## src/rtl/sil_pkg.sv

```systemverilog
// Shared types and constants for the sorted insert list.
`timescale 1ns / 1ps

package sil_pkg;

    localparam int VALUE_W = 32;
    localparam int POS_W   = 6;

    // Commands from the controller to the entry row.
    typedef struct packed {
        logic insert;   // place the input value into the row
        logic rotate;   // move the listed head entry to the tail of the list
    } t_dp_cmd;

endpackage

```

## src/rtl/sil_datapath.sv

```systemverilog
// Entry row of the sorted insert list: parallel insert and list rotation.
`timescale 1ns / 1ps

module sil_datapath #(
    parameter int CAPACITY = 16
) (
    input  logic                                 i_clk,
    input  logic                                 i_rst_n,
    input  sil_pkg::t_dp_cmd                     i_cmd,
    input  logic signed [sil_pkg::VALUE_W-1:0]   i_value,
    output logic [$clog2(CAPACITY+1)-1:0]        o_count,
    output logic signed [sil_pkg::VALUE_W-1:0]   o_head
);
    import sil_pkg::*;

    localparam int CW = $clog2(CAPACITY + 1);

    logic signed [VALUE_W-1:0] r_entry [CAPACITY];
    logic signed [VALUE_W-1:0] n_entry [CAPACITY];
    logic        [CAPACITY-1:0] w_gt;
    logic        [CW-1:0]       r_count;
    logic        [CW-1:0]       n_count;

    // A valid entry greater than the new value moves up one place.
    for (genvar i = 0; i < CAPACITY; i++) begin : g_cell
        assign w_gt[i] = (CW'(i) < r_count) && (r_entry[i] > i_value);

        always_comb begin
            n_entry[i] = r_entry[i];
            if (i_cmd.insert) begin
                if (i > 0 && w_gt[(i > 0) ? i - 1 : 0]) begin
                    n_entry[i] = r_entry[(i > 0) ? i - 1 : 0];
                end else if (w_gt[i] || CW'(i) == r_count) begin
                    n_entry[i] = i_value;
                end
            end else if (i_cmd.rotate) begin
                if (CW'(i) + CW'(1) == r_count) begin
                    n_entry[i] = r_entry[0];
                end else if (i < CAPACITY - 1) begin
                    n_entry[i] = r_entry[(i < CAPACITY - 1) ? i + 1 : i];
                end
            end
        end

        always_ff @(posedge i_clk) begin
            r_entry[i] <= n_entry[i];
        end
    end

    always_comb begin
        n_count = r_count;
        if (i_cmd.insert) begin
            n_count = r_count + CW'(1);
        end
    end

    always_ff @(posedge i_clk) begin
        if (!i_rst_n) begin
            r_count <= '0;
        end else begin
            r_count <= n_count;
        end
    end

    assign o_count = r_count;
    assign o_head  = r_entry[0];

endmodule

```

## src/rtl/sil_ctrl.sv

```systemverilog
// Controller of the sorted insert list: accept, then list one entry per cycle while the sink is ready.
`timescale 1ns / 1ps

module sil_ctrl #(
    parameter int CAPACITY = 16
) (
    input  logic                              i_clk,
    input  logic                              i_rst_n,
    input  logic                              i_in_valid,
    output logic                              o_in_ready,
    output logic                              o_out_valid,
    input  logic                              i_out_ready,
    input  logic [$clog2(CAPACITY+1)-1:0]     i_count,
    output sil_pkg::t_dp_cmd                  o_cmd,
    output logic [sil_pkg::POS_W-1:0]         o_position,
    output logic                              o_last,
    output logic                              o_dropped
);
    import sil_pkg::*;

    localparam int CW = $clog2(CAPACITY + 1);
    localparam int IW = $clog2(CAPACITY);

    localparam logic ST_IDLE = 1'b0;
    localparam logic ST_LIST = 1'b1;

    logic          r_state;
    logic          n_state;
    logic [IW-1:0] r_pos;
    logic [IW-1:0] n_pos;
    logic          r_drop;
    logic          n_drop;
    logic          w_in_acc;
    logic          w_out_acc;
    logic          w_full;

    assign w_full    = (i_count == CW'(CAPACITY));
    assign w_in_acc  = i_in_valid && (r_state == ST_IDLE);
    assign w_out_acc = i_out_ready && (r_state == ST_LIST);
    assign o_last    = (CW'(r_pos) + CW'(1) == i_count);

    always_comb begin
        n_state = r_state;
        n_pos   = r_pos;
        n_drop  = r_drop;
        unique case (r_state)
            ST_IDLE: begin
                if (w_in_acc) begin
                    n_state = ST_LIST;
                    n_pos   = '0;
                    n_drop  = w_full;
                end
            end
            ST_LIST: begin
                if (w_out_acc) begin
                    if (o_last) begin
                        n_state = ST_IDLE;
                    end else begin
                        n_pos = r_pos + IW'(1);
                    end
                end
            end
            default: n_state = ST_IDLE;
        endcase
    end

    always_ff @(posedge i_clk) begin
        if (!i_rst_n) begin
            r_state <= ST_IDLE;
            r_pos   <= '0;
            r_drop  <= 1'b0;
        end else begin
            r_state <= n_state;
            r_pos   <= n_pos;
            r_drop  <= n_drop;
        end
    end

    assign o_cmd.insert = w_in_acc && !w_full;
    assign o_cmd.rotate = w_out_acc;
    assign o_in_ready   = (r_state == ST_IDLE);
    assign o_out_valid  = (r_state == ST_LIST);
    assign o_position   = POS_W'(r_pos);
    assign o_dropped    = r_drop;

endmodule

```

## src/rtl/sorted_insert_list_core.sv

```systemverilog
// Top level of the sorted insert list: controller plus entry row.
`timescale 1ns / 1ps
// The first result of a listing is shown in the cycle after the item is accepted.
// Flow: the item is accepted and inserted while idle; its listing then gives one result
//   per cycle while the sink is ready, set by the entry row rotating one place for each
//   result taken. No new item is taken until the listing is done.
// Reset (synchronous, active low) empties the list and returns to idle; entry contents
//   are not cleared, only entries below the count are ever shown.

module sorted_insert_list_core #(
    parameter int CAPACITY = 16
) (
    input  logic                                 i_clk,
    input  logic                                 i_rst_n,
    // input item channel
    input  logic                                 i_in_valid,
    output logic                                 o_in_ready,
    input  logic signed [sil_pkg::VALUE_W-1:0]   i_new_value,
    // result item channel
    output logic                                 o_out_valid,
    input  logic                                 i_out_ready,
    output logic signed [sil_pkg::VALUE_W-1:0]   o_entry_value,
    output logic [sil_pkg::POS_W-1:0]            o_position,
    output logic                                 o_last,
    output logic                                 o_dropped
);
    import sil_pkg::*;

    localparam int CW = $clog2(CAPACITY + 1);

    t_dp_cmd     w_cmd;
    logic [CW-1:0] w_count;

    // Controller: takes an item only while idle, then walks the list. A full
    // list turns the insert into a drop and flags every result of that listing.
    sil_ctrl #(
        .CAPACITY (CAPACITY)
    ) u_ctrl (
        .i_clk       (i_clk),
        .i_rst_n     (i_rst_n),
        .i_in_valid  (i_in_valid),
        .o_in_ready  (o_in_ready),
        .o_out_valid (o_out_valid),
        .i_out_ready (i_out_ready),
        .i_count     (w_count),
        .o_cmd       (w_cmd),
        .o_position  (o_position),
        .o_last      (o_last),
        .o_dropped   (o_dropped)
    );

    // Entry row: each cell decides locally whether to hold, take the new value
    // or take its lower neighbor, so the insert finishes in the accept cycle.
    // During listing the head leaves at entry 0 and wraps to the list tail;
    // after n results the row is back in sorted order.
    sil_datapath #(
        .CAPACITY (CAPACITY)
    ) u_dp (
        .i_clk   (i_clk),
        .i_rst_n (i_rst_n),
        .i_cmd   (w_cmd),
        .i_value (i_new_value),
        .o_count (w_count),
        .o_head  (o_entry_value)
    );

endmodule

```

## config.mk

```make
export PLATFORM = sky130hd
export DESIGN_NAME = sorted_insert_list_core
export DESIGN_NICKNAME = d
export VERILOG_FILES = /design/src/rtl/sil_pkg.sv /design/src/rtl/sil_datapath.sv /design/src/rtl/sil_ctrl.sv /design/src/rtl/sorted_insert_list_core.sv
export SDC_FILE = /design/constraint.sdc
export NUM_CORES = 2
export LEC_CHECK = 0
export CORE_MARGIN = 5
export CORE_UTILIZATION = 40
export DETAILED_ROUTE_END_ITERATION = 10
export DONT_BUFFER_PORTS = 1
export GPL_TIMING_DRIVEN = 0
export PLACE_DENSITY_LB_ADDON = 0.2
export SLEW_MARGIN = 10
export SYNTH_ARGS = -nofsm -noshare
export SYNTH_HDL_FRONTEND = slang
export SYNTH_SLANG_ARGS = --single-unit
```

## constraint.sdc

```tcl
create_clock -name i_clk -period 4.66 [get_ports i_clk]
set_clock_uncertainty 0.05 [all_clocks]
set_input_delay 0.233 -clock i_clk [delete_from_list [all_inputs] [get_ports i_clk]]
set_output_delay 0.233 -clock i_clk [all_outputs]
set_load 0.02 [all_outputs]
```

# After elaboration in Yosys (flattened, before gate mapping)
# Memories as Yosys holds them, arrays and structs flattened.
# Index checks and enable logic that the tools add are counted.
# W data, S select, Z words.
[totals]
ff_bits = 11
ram_bits = 512
inputBits = 36
output_inout_bits = 42
elab_cells = 188
mem_count = 1
[classes]
addsub = 3
n_lt_le_gt_ge = 32
eq_ne = 21
n_mux = 87
bitwise_logic = 1
n_reduce_logical = 39
[memory_table]
columns = ["memory", "words", "word_bits", "rd", "rd_ports_with_merged_regs", "wr", "line_no", "text"]
rows = [
  ["u_dp.r_entry", 16, 32, 16, 0, 16, "sil_datapath.sv:18", "logic signed [VALUE_W-1:0] r_entry [CAPACITY];"],
]
[op_table]
columns = ["op", "count"]
rows = [
  ["$mux W32", 79],
  ["$gt A32 B32 Y1", 16],
  ["$eq A4 B5 Y1 const A", 8],
  ["$lt A4 B5 Y1 const A", 8],
  ["$eq A3 B5 Y1 const A", 4],
  ["$lt A3 B5 Y1 const A", 4],
  ["$logic_and A1 B1 Y1", 19],
  ["$logic_or A1 B1 Y1", 16],
  ["$mux W4", 3],
  ["$eq A2 B5 Y1 const A", 2],
  ["$lt A1 B5 Y1 const A", 2],
  ["$lt A2 B5 Y1 const A", 2],
  ["$pmux W4 S2", 1],
  ["$add A4 B1 Y5 const B", 1],
  ["$add A5 B1 Y5 const B", 1],
  ["$eq A1 B5 Y1 const A", 1],
  ["$eq A5 B5 Y1", 1],
  ["$eq A5 B5 Y1 const A", 1],
  ["$eq A5 B5 Y1 const B", 1],
  ["$logic_not A5 Y1", 1],
  ["$add A4 B1 Y4 const B", 1],
  ["$ne A2 B2 Y1 const B", 2],
  ["$mux W1", 3],
  ["$reduce_and A3 Y1", 1],
  ["5 further kinds", 5],
]

# Logic depth before layout (Yosys ltp)
# An unclocked memory read counts as a cell.
[logic_depth]
depth_word = 7
depth_mapped = 12
mapped_depth_nobuf = 10

# Cells and area by module
# From an unflattened synthesis, not the netlist that was laid out.
[hier_totals]
cells_unflattened = 4314
area_unflattened_um2 = 43555.5
[by_module_without_submodules]
columns = ["mod", "n_inst", "cells_per_inst", "area_each_um2", "seq_area_each_um2"]
rows = [
  ["sil_datapath", 1, 4261, 43112.6, 15474.8],
  ["sil_ctrl", 1, 53, 442.9, 120.1],
]

# Least setup slack after synthesis
# Ideal clock, no wire load.
[synth_path]
path_kind = "input-to-reg"
start = "in i_new_value[1] in the netlist's numbering"
end = "mem u_dp.r_entry[6][0], enable pin"
setup_time_ns = 0.440
t_arrival_ns = 4.479
required_ns = 4.170
setup_slack_ns = -0.309
path_stages = 11
cell_sequence = "inv_1 ha_1 nor2b_1 o211ai_1 a21oi_1 or4b_2 a21oi_1 mux2_2 buf_4 buf_2 a41oi_1"
[synth_lines]
columns = ["element", "line_no", "text"]
rows = [
  ["start: declaration", "sorted_insert_list_core.sv:18", "input logic signed [sil_pkg::VALUE_W-1:0] i_new_value,"],
  ["end: declaration", "sil_datapath.sv:18", ""],
]

==> impl.org <==
** Outcome
- The run finished, with violations left.
- The checks that failed: setup timing.

** Clock tree
- Register clock-pin slew on the reported worst setup and hold paths :: 0.06 ns
- Number of CTS-inserted buffers :: 66
- Clock insertion delay at the later pin of the skew report :: 0.64 ns
- CTS tree :: yes
- Root buffer cell :: clkbuf_16
- Post-CTS Setup Repair Bufs :: 0
- For this design, the sink count on the clock tree is 523.
- CTS built an H-tree with a depth of 3.
- Counting along the longest clock path gives a buffer depth of 3.

** Worst setup path
- Data arrival time of the critical path :: 4.96 ns
- Type of element capturing the critical path :: register
- Walking the worst path, the cells encountered are clkbuf_1 > inv_1 > ha_1 > nand3_1 > nand2_1 > clkbuf_1 > clkbuf_2 > clkbuf_1 > a22oi_1.
- The worst setup path is of the reg -> reg kind.
- Timing startpoint of the critical path :: u_dp.o_count[1]
- Critical-path maximum fanout :: 10
- In this design, the stage delay of the slowest critical-path cell is 0.81 ns.
- Buf+Inv Stages, Crit Path :: 5
- Broken down by cell family, the worst path's largest delay share belongs to buffers and inverters.
- CP most frequent cell :: clkbuf_1
- Required time of the worst setup path :: 4.91 ns
- The worst setup path is launched from a register.
- Critical-path cell with the highest stage delay :: clkbuf_1
- Startpoint of the most critical register-to-register path :: u_dp.o_count[1]

** Floorplanning
- Die Footprint :: 109,000 µm²
- Height of the chip :: 330 µm
- Core box area :: 102,000 µm²
- Die width :: 330 µm
- Number of top-level design ports :: 78
- Number of placement rows :: 117
- The initial utilization of the core area, before any placement, comes to 40.2%.

** Flow run
- Maxcap violations :: 0

** Timing
- Hold is met by 0.105 ns.
- Setup total negative slack on the finished layout was measured at -0.429 ns.
- Final setup viols :: 21
- Worst slew pin tran :: 1.31 ns
- Counting I/O delays and the setup requirement, the final critical path takes 4.71 ns.
- Fmax :: 0.212 GHz
- The hold violation total from the final report came to 0.
- In the post-route analysis, the smallest setup slack over all paths is -0.0502 ns.
- In the finished design, the share of the clock period the worst path needs comes to 101%.
- RSZ-0062 raised after global routing :: false
- Count of final max-slew check failures :: 0
- Measured against its own limit, the worst slew margin works out to 12.7%.

** Placed design
- Post-detail-place hpwl :: 146 mm
- Timing analysis after detailed placement gives a worst setup slack of -0.549 ns.
- Cells after DPL :: 5,602
- Count of buffers from port buffering :: 0
- The congestion estimate from routability-driven global placement came to 0.999.

** Final layout
- Leaving out fill and tap cells, the most frequent cell in the layout is ha_1.
- Counting the fill cells in the layout gives 9,804.
- Final standard cell utilization of the core :: 45.2%
- The area growth from synthesis to layout is 12.4%.
- In the final layout, the share of cells above drive strength 1 is 4.92%.
- Once layout is complete, the cells apart from fillers number 5,756.
- After the last flow step, the layout net total stands at 4,891.
- Most frequent cells in the layout :: ha_1, edfxtp_1, a21oi_1

** Power
- Clock power frac :: 34.7%
- Max VDD drop :: 202 µV
- Portion of total power attributed to sequential cells :: 41.5%
- Internal power contribution :: 10.0 mW
- Net switching power :: 5.13 mW
- Static leakage :: 17.3 nW
- Combinational fraction of design power :: 23.7%
- In this run switching power makes up 33.9% of total power.
- P per Cell Area :: 329 nW/µm²

** Yosys
- FF+latch count, synth :: 523
- Post-synthesis xor/xnor area fraction :: 0.193%
- Mean area per synthesized cell :: 9.72 µm²
- For this run, the number of Yosys warnings is 0.
- Async set-reset flop share out of synthesis :: 0%
- Fraction of synthesized area in multiplexers :: 7.35%
- Sequential elements use 38.1% of the synthesized area.
- Post-Synthesis Cells :: 4,211
- Summing the areas of all fa, ha and maj instances in the mapped netlist gives 15.8% of the synthesized area.
- The synthesized netlist devotes 13.4% of its cell area to simple gates.
- Most used flip-flop cell after synthesis :: edfxtp_1
- Synthesized-area fraction occupied by ao, oa, aoi and oai cells :: 20.6%
- Summing every instance area after synthesis gives 40,900 µm².
- The synthesized design contains 512 enable-type register cells.
- After synthesis, the largest family of logic cells by area is compound AO/OA/AOI/OAI gates.
- Synth unique cells :: 66

** Route
- Wire length reported by the detailed router :: 180 mm
- First-pass detailed-route iteration total :: 6
- Residual DRC count :: 0
- Average vias per placed instance :: 6.68
- Routed Antenna Nets :: 0
- In this run, the number of DRC markers left after iteration 0 of detailed routing was 5,203.
- In the final routed layout, each cell accounts on average for 31.3 µm.
- Via total after detailed routing :: 38,500

** Global routing
- The number of antenna violations at the first check in global routing came to 10.
- After global routing the overflow that remains totals 0.
- Pin count of the biggest net entering global routing :: 24
- Wire length of the first global-routing pass :: 253 mm
- Total track usage :: 31.9%
- The number of global-route vias before repair is 37,400.

** Hold path
- Type of the worst min-delay path :: in -> reg
- The worst hold path begins at i_in_valid.
timing repair:
item,CTS,global route
hold buffers,37,0
gates resized for setup,6,16
setup endpoints to repair,107,205
pin swaps,0,0
endpoints found under the hold margin,166,0
metrics by stage:
step	instance area, µm²	total power [mW]
final	46000	15.1
after detailed placement	43500	9.74
after CTS	46000	15.0
after floorplan	41100	8.27
after global routing	46000	15.6
after global placement	42800	9.56
synth_stat cells, types with 4 or more instances:
cell type,count,share of area [%]
edfxtp_1,512,38
and3_1,36,0.55
nor3_1,378,4.6
a221oi_1,333,7.1
nor4_1,14,0.21
clkbuf_1,271,2.5
a221oi_2,6,0.22
a21oi_1,402,4.9
a22oi_1,35,0.64
a211oi_1,71,1.3
or3_1,7,0.11
a31oi_1,45,0.69
dfxtp_1,11,0.54
mux2_2,5,0.14
o32ai_1,32,0.68
a41oi_1,10,0.21
or4_1,5,0.092
mux2i_1,295,7.2
nand2b_1,7,0.11
nor2b_1,23,0.35
xnor2_1,7,0.15
o211ai_1,22,0.40
nand3_1,44,0.54
o21ai_0,159,1.9
ha_1,516,16
nand2_1,253,2.3
nand4_1,103,1.6
buf_2,31,0.38
a21o_1,73,1.3
o221ai_1,4,0.086
nand3b_1,4,0.073
nor2_1,233,2.1
o211a_1,7,0.17
buf_1,50,0.46
buf_4,9,0.17
a21boi_0,4,0.073
inv_1,115,1.1
and4_1,13,0.28
o21a_1,11,0.20
and2_1,10,0.15
final cells by class:
type,instances,area (µm²),share of cell area (%)
Clock buffer,85,1830,3.98
Multi-Input combinational cell,3210,23800,51.7
Inverter,116,469,1.02
Sequential cell,523,15600,33.9
Clock inverter,31,282,0.612
Tap cell,1368,1710,3.72
Antenna cell,1,2.50,0.00544
Buffer,363,1480,3.21
Timing Repair Buffer,59,865,1.88
worst paths after layout:
kind | end | slack (ns) | cells after the start
min reg2reg | u_dp.r_entry[0][29] | 0.56 | 2
max | u_dp.r_entry[9][1] | -0.05 | 9
min | u_dp.o_count[3] | 0.10 | 4
max reg2reg | u_dp.r_entry[9][1] | -0.05 | 9
sequential cells by signal (all words and copies together), names as in the netlist:
register	cells
u_ctrl.r_pos	4
u_dp.r_entry	512
u_ctrl.o_out_valid	1
u_ctrl.o_dropped	1
u_dp.o_count	5
worst min-delay path, cell delays in order:
cell and delay, ns:
nor2b_1 0.17, nand3_1 0.13, xnor2_1 0.06, and2_1 0.14
power groups by stage:
stage               registers, mW  clock network, mW  logic (mW)
floorplan                    6.16                  0        2.10
global placement             6.39                  0        3.17
detailed placement           6.36                  0        3.38
CTS                          6.26               5.27        3.47
global route                 6.31               5.45        3.83
finish                       6.29               5.25        3.59
routing by layer:
layer,global-route usage (%),vias up,share of wire [%]
li1,-,16900,-
met4,15.5,2,5.3
met3,5.01,441,9.8
met5,0,-,0.0067
met2,51.1,2204,45
met1,42.2,18900,40
kinds of logic after synthesis:
kind of cell | count (synthesis)
muxes | 300
buffers and inverters | 479
and+or+nand+nor | 1143
DFF | 523
adders and majority gates | 516
AOI/OAI and AO/OA | 1240
xor gates and xnor gates | 9
other | 1
No activity file was read; power rests on OpenSTA's default activity.
